<file path="config.mk">
export PLATFORM = sky130hd
export DESIGN_NAME = ijs_ctrl
export DESIGN_NICKNAME = d
export VERILOG_FILES = /design/src/rtl/core/interval_jitter_statistics_core_defines.svh /design/src/rtl/core/ijs_pkg.sv /design/src/rtl/core/ijs_ctrl.sv
export SDC_FILE = /design/constraint.sdc
export NUM_CORES = 1
export LEC_CHECK = 0
export ABC_CLOCK_PERIOD_IN_PS = 2180
export BUFFER_PORTS_ARGS = -buffer_cell sky130_fd_sc_hd__buf_2
export CAP_MARGIN = 20
export CORE_MARGIN = 1.5
export CORE_UTILIZATION = 35
export CTS_CLUSTER_DIAMETER = 50
export CTS_CLUSTER_SIZE = 16
export DETAILED_ROUTE_END_ITERATION = 7
export PLACE_DENSITY = 0.52
export SLEW_MARGIN = 20
export SYNTH_ARGS = -nofsm -noshare
export SYNTH_HDL_FRONTEND = slang
export SYNTH_SLANG_ARGS = --single-unit
</file>
<file path="constraint.sdc">
create_clock -name clk -period 2.18 [get_ports clk]
set_input_delay 0.436 -clock clk [delete_from_list [all_inputs] [get_ports clk]]
set_output_delay 0.436 -clock clk [all_outputs]
set_load 0.01 [all_outputs]
</file>
<file path="src/rtl/core/interval_jitter_statistics_core_defines.svh">
// assertion macros for the interval jitter statistics core
`ifndef INTERVAL_JITTER_STATISTICS_CORE_DEFINES_SVH
`define INTERVAL_JITTER_STATISTICS_CORE_DEFINES_SVH

// same-cycle implication
`define IJS_ASSERT_IMP(lbl, ante, cons, msg) \
  lbl: assert property (@(posedge clk) disable iff (!rst_n) (ante) |-> (cons)) else $error(msg);

// next-cycle implication
`define IJS_ASSERT_NXT(lbl, ante, cons, msg) \
  lbl: assert property (@(posedge clk) disable iff (!rst_n) (ante) |=> (cons)) else $error(msg);

`endif

</file>
<file path="src/rtl/core/ijs_pkg.sv">
package ijs_pkg;

  localparam int SQ_W      = 64;
  localparam int Q_W       = 36;
  localparam int PM_W      = 16;
  localparam int WC_W      = 16;
  localparam int NP_W      = 24;
  localparam int K_W       = 20;
  localparam int MIN_W     = 32;
  localparam int OUT_CNT_W = 16;

  localparam logic [MIN_W-1:0] INIT_MIN = 32'd1000000000;
  localparam logic [K_W-1:0]   K_SCALE  = 20'd1000000;
  localparam logic [WC_W-1:0]  WC_RESET = 16'd1000;
  localparam logic [NP_W-1:0]  NP_RESET = 24'd10000;
  localparam logic [Q_W-1:0]   Q_MAX    = '1;
  localparam logic [PM_W-1:0]  PM_MAX   = '1;

  typedef enum logic {
    REG_WINDOW_COUNT,
    REG_NOMINAL_PERIOD
  } reg_idx_t;

  typedef enum logic [4:0] {
    OP_NONE,
    OP_SAMPLE,
    OP_ACC,
    OP_MUL_NSQ,
    OP_MUL_SS,
    OP_VAR,
    OP_MUL_VK,
    OP_SQRT_STD,
    OP_SQRT_PM,
    OP_MUL_NP,
    OP_DIV_MEAN,
    OP_DIV_STD,
    OP_DIV_PM,
    OP_STEP_MUL,
    OP_STEP_SQRT,
    OP_STEP_DIV,
    OP_EMIT
  } op_t;

  typedef enum logic [4:0] {
    S_IDLE,
    S_ACC,
    S_NSQ,
    S_NSQ_RUN,
    S_SS,
    S_SS_RUN,
    S_VAR,
    S_VK,
    S_VK_RUN,
    S_SQ1,
    S_SQ1_RUN,
    S_SQ2,
    S_SQ2_RUN,
    S_NP,
    S_NP_RUN,
    S_DV1,
    S_DV1_RUN,
    S_DV2,
    S_DV2_RUN,
    S_DV3,
    S_DV3_RUN,
    S_EMIT
  } state_t;

  typedef struct packed {
    logic started;
    logic win_full;
    logic mul_done;
    logic iter_done;
  } dp_status_t;

endpackage

</file>
<file path="src/rtl/core/ijs_ctrl.sv">
module ijs_ctrl import ijs_pkg::*; (
  input  logic       clk,
  input  logic       rst_n,
  input  logic       in_valid,
  output logic       in_stall,
  output logic       out_valid,
  input  logic       out_stall,
  input  dp_status_t sts,
  output op_t        op
);

  state_t state_r, state_nxt;
  logic   out_valid_r, out_valid_nxt;
  logic   emit;

  always_ff @(posedge clk) begin
    if (!rst_n) begin
      state_r     <= S_IDLE;
      out_valid_r <= 1'b0;
    end else begin
      state_r     <= state_nxt;
      out_valid_r <= out_valid_nxt;
    end
  end

  always_comb begin
    state_nxt = state_r;
    op        = OP_NONE;
    emit      = 1'b0;
    unique case (state_r)
      S_IDLE: begin
        if (in_valid) begin
          op = OP_SAMPLE;
          if (sts.started) state_nxt = S_ACC;
        end
      end
      S_ACC: begin
        op        = OP_ACC;
        state_nxt = sts.win_full ? S_NSQ : S_IDLE;
      end
      S_NSQ: begin
        op        = OP_MUL_NSQ;
        state_nxt = S_NSQ_RUN;
      end
      S_NSQ_RUN: begin
        if (sts.mul_done) state_nxt = S_SS;
        else op = OP_STEP_MUL;
      end
      S_SS: begin
        op        = OP_MUL_SS;
        state_nxt = S_SS_RUN;
      end
      S_SS_RUN: begin
        if (sts.mul_done) state_nxt = S_VAR;
        else op = OP_STEP_MUL;
      end
      S_VAR: begin
        op        = OP_VAR;
        state_nxt = S_VK;
      end
      S_VK: begin
        op        = OP_MUL_VK;
        state_nxt = S_VK_RUN;
      end
      S_VK_RUN: begin
        if (sts.mul_done) state_nxt = S_SQ1;
        else op = OP_STEP_MUL;
      end
      S_SQ1: begin
        op        = OP_SQRT_STD;
        state_nxt = S_SQ1_RUN;
      end
      S_SQ1_RUN: begin
        if (sts.iter_done) state_nxt = S_SQ2;
        else op = OP_STEP_SQRT;
      end
      S_SQ2: begin
        op        = OP_SQRT_PM;
        state_nxt = S_SQ2_RUN;
      end
      S_SQ2_RUN: begin
        if (sts.iter_done) state_nxt = S_NP;
        else op = OP_STEP_SQRT;
      end
      S_NP: begin
        op        = OP_MUL_NP;
        state_nxt = S_NP_RUN;
      end
      S_NP_RUN: begin
        if (sts.mul_done) state_nxt = S_DV1;
        else op = OP_STEP_MUL;
      end
      S_DV1: begin
        op        = OP_DIV_MEAN;
        state_nxt = S_DV1_RUN;
      end
      S_DV1_RUN: begin
        if (sts.iter_done) state_nxt = S_DV2;
        else op = OP_STEP_DIV;
      end
      S_DV2: begin
        op        = OP_DIV_STD;
        state_nxt = S_DV2_RUN;
      end
      S_DV2_RUN: begin
        if (sts.iter_done) state_nxt = S_DV3;
        else op = OP_STEP_DIV;
      end
      S_DV3: begin
        op        = OP_DIV_PM;
        state_nxt = S_DV3_RUN;
      end
      S_DV3_RUN: begin
        if (sts.iter_done) state_nxt = S_EMIT;
        else op = OP_STEP_DIV;
      end
      S_EMIT: begin
        if (!out_valid_r || !out_stall) begin
          op        = OP_EMIT;
          emit      = 1'b1;
          state_nxt = S_IDLE;
        end
      end
      default: state_nxt = S_IDLE;
    endcase
  end

  assign out_valid_nxt = (out_valid_r && out_stall) || emit;
  assign out_valid     = out_valid_r;
  assign in_stall      = (state_r != S_IDLE);

endmodule

</file>
==> flow_summary_export.csv <==
group,metric,value,unit
route,dr_total_vias,810,
placement,io_buffers,14,
min_path,hold_path_class,"primary input to register",
floorplanning,ios,15,
synthesis,syn_area,673,um2
layout,stdcell_count,144,
worst_setup_path,max_stage_delay,0.41,ns
cts,cts.hold.buffers_added,0,
synthesis,synth_xor_area_share,3.90,%
floorplanning,initial_core_util,38.2,%
pwr,p_int,0.433,mW
synthesis,synth_most_common_cell,"nand2_1",
pwr,p_sw,0.318,mW
worst_setup_path,crit_chain,"buf_6 -> o21bai_4 -> a2111oi_4 -> or3_4 -> a221o_1 -> buf_2",
floorplanning,fp.dieW,46.9,um
floorplanning,dieHeight,46.9,um
layout,drive_gt1_share,44.5,%
run,drv_cap,0,
synthesis,yosys_warnings,0,
global_routing,antenna_found_initial,0,
synthesis,synth_common_cells,"11 x nand2_1, 7 x nor2_1, 6 x clkbuf_1, 6 x dfxtp_1, 6 x o21ai_0",
layout,layout.nets,129,
placement,hpwl,1340,um
route,avgRoutedWirePerCell,14.5,um
worst_setup_path,worst-path-buf-inv,2,
floorplanning,rows,15,
cts,htreeDepth,1,
placement,dp.cells,134,
synthesis,ys_top_cells_by_area,"dfxtp_1 18%, nand2_1 6.1%, o21ai_0 4.5%",
worst_setup_path,crit_path_max_fanout,3,
sta,tightest_slew,0.268,ns
synthesis,synth_seq_cells,6,
synthesis,synth_compound_area_share,38.5,%
cts,cts_tree,"built",
layout,diodes,0,
global_routing,grtUsageTotal,20.4,%
synthesis,avgSynthCellArea,7.01,um2
floorplanning,design.die.area,2200,um2
synthesis,synthAdderAreaFrac,0,%
sta,finalCritPeriodShare,102,%
pwr,peakVddDrop,0.306,mV
global_routing,grt_max_degree,17,
global_routing,grt_pass1_vias,691,
cts,cts_buffers,3,
sta,finalHoldViolCount,0,
pwr,swShare,42.4,%
layout,area_growth,45.9,%
worst_setup_path,cp-end-kind,"output pin",
synthesis,synth_top_area_cell,"dfxtp_1",
route,routed_wl,2090,um
synthesis,synth_top_family_by_area,"compound AO/OA/AOI/OAI gates",
route,firstDrtPassIters,4,
synthesis,synth-edff-count,0,
pwr,clock_power_share,13.8,%
global_routing,gr-total-overflow,0,
worst_setup_path,critPathLaunchType,"register",
cts,clk_latency,0.24,ns
synthesis,synth-simple-area-share,28.8,%
worst_setup_path,cp_data_required_time,1.74,ns
sta,final-setup-viol-count,1,
synthesis,synth.area.mux_share,1.49,%
sta,worst_slack,-0.0526,ns
pwr,p_comb_share,64.4,%
worst_setup_path,r2r_slack,0.24,ns
cts,cts_buffer_depth,2,
route,ant_nets,0,
pwr,p_seq_share,21.8,%
worst_setup_path,critPathArrivalTime,1.80,ns
synthesis,synthDominantCellAreaShare,17.8,%
global_routing,grt_pass1_wl,3190,um
synthesis,synthArstFlopShare,0,%
pwr,power_density,764,nW/um2
sta,rsz0062_at_grt,"true",
status,outcome,"complete, but fails checks",
sta,timing.fmax,0.448,GHz
sta,slew_violations,0,
route,viasPerCell,5.63,
status,violations,"setup timing",
sta,fin_worst_skew,0.00394,ns
layout,fillCellCount,171,
placement,routabilityCongestion,0.859,
worst_setup_path,crit_slowest_cell,"or3_4",
synthesis,synthDistinctLibCells,42,
cts,clk_pin_slew,0.05,ns
synthesis,synth_cells,96,
synthesis,ys_seq_area_share,17.8,%
worst_setup_path,path_delay_family,"compound AO/OA/AOI/OAI gates",
floorplanning,core_area,1760,um2
pwr,p_leak,0.393,nW
synthesis,synthFlopType,"dfxtp_1",
sta,max_slew_margin,82.1,%
cts,cts.sinks,6,
worst_setup_path,crit_type,"register to output pin",
sta,period_needed,2.23,ns
route,drc,0,
cts,root_buffer,"clkbuf_4",
synthesis,synth_nets,104,
route,drt_iter0_markers,32,
layout,final_util,55.7,%
==> final timing paths <==
check	depth (start not counted)	to	startpoint
worst max-delay path	6	op[2]	state_r[2]
worst min-delay path	3	out_valid	out_stall
worst max register to register	7	state_r[1]	state_r[2]
worst min register to register	2	out_valid	out_valid
==> cell families (layout without fill, tap and decap cells) <==
family / count (synthesis) / count (layout)
xor+xnor: 3 / 3
simple gates: 36 / 36
flops: 6 / 6
mux: 1 / 1
buf+inv: 14 / 37
compound gates: 36 / 36
==> area by class of cell <==
cell class | count | area [um2] | share of cell area (%)
well taps | 25 | 31.3 | 3.18
repair buffers | 31 | 215 | 21.9
multi-input cells | 76 | 569 | 58.0
inverters | 3 | 11.3 | 1.15
clock buffers | 3 | 22.5 | 2.29
flip-flops and latches | 6 | 133 | 13.5
==> layout by cell type (no fill, tap or decap), types with 2 or more instances in the layout <==
cell	Yosys	final
a21o_1	3	3
a21oi_1	4	2
a21oi_2	0	2
and2_1	2	2
buf_2	3	13
buf_4	0	14
buf_6	1	4
clkbuf_4	0	3
dfxtp_1	6	2
dfxtp_4	0	3
inv_1	3	3
nand2_1	11	11
nand3b_1	2	2
nor2_1	7	7
nor2b_1	3	2
o2111ai_1	2	2
o211ai_1	3	3
o21ai_0	6	5
o21ai_1	2	3
o21ai_2	2	2
o311ai_1	2	3
o31ai_1	2	2
or3_4	0	3
xnor2_1	2	2
==> per-layer routing <==
metal / track usage, % / wire (um)
met1: 28.8 / 933
met5: 0 / 0
met4: 6.11 / 12
met3: 3.46 / 138
met2: 31.8 / 1010
==> state kept, by name, summed over array words and instances, names as in the netlist <==
register and flops:
state_r 5, out_valid 1
==> power by group through the flow <==
stage / logic, mW / clock network [mW] / registers (mW)
finish: 0.483 / 0.104 / 0.163
global placement: 0.376 / 0 / 0.148
floorplan: 0.286 / 0 / 0.130
global route: 0.521 / 0.118 / 0.166
CTS: 0.407 / 0.106 / 0.150
detailed placement: 0.371 / 0 / 0.148
==> worst min-delay path, stage by stage <==
cell and delay, ns:
buf_2 0.10, nand2_1 0.08, a21boi_0 0.08
==> through the flow <==
step / area (um2) / hold slack, ns / power (mW) / TNS [ns] / setup slack, ns
after floorplan: 673 / 0.546 / 0.416 / 0 / 0.209
after detailed placement: 797 / 0.524 / 0.519 / 0 / 0.147
final: 982 / 0.504 / 0.750 / -0.0526 / -0.0526
after global routing: 982 / 0.539 / 0.805 / -0.179 / -0.0970
after CTS: 882 / 0.503 / 0.664 / -0.0248 / -0.0248
after global placement: 797 / 0.533 / 0.524 / 0 / 0.186
==> what timing repair did <==
action | 4_1_cts | 5_1_grt
hold endpoints to repair | 0 | 0
endpoints found under the setup margin | 4 | 5
resized for setup | 9 | 18
buffers inserted | 5 | 2
pin swaps | 4 | 7
Note: power is estimated with default switching activity, not from simulation.
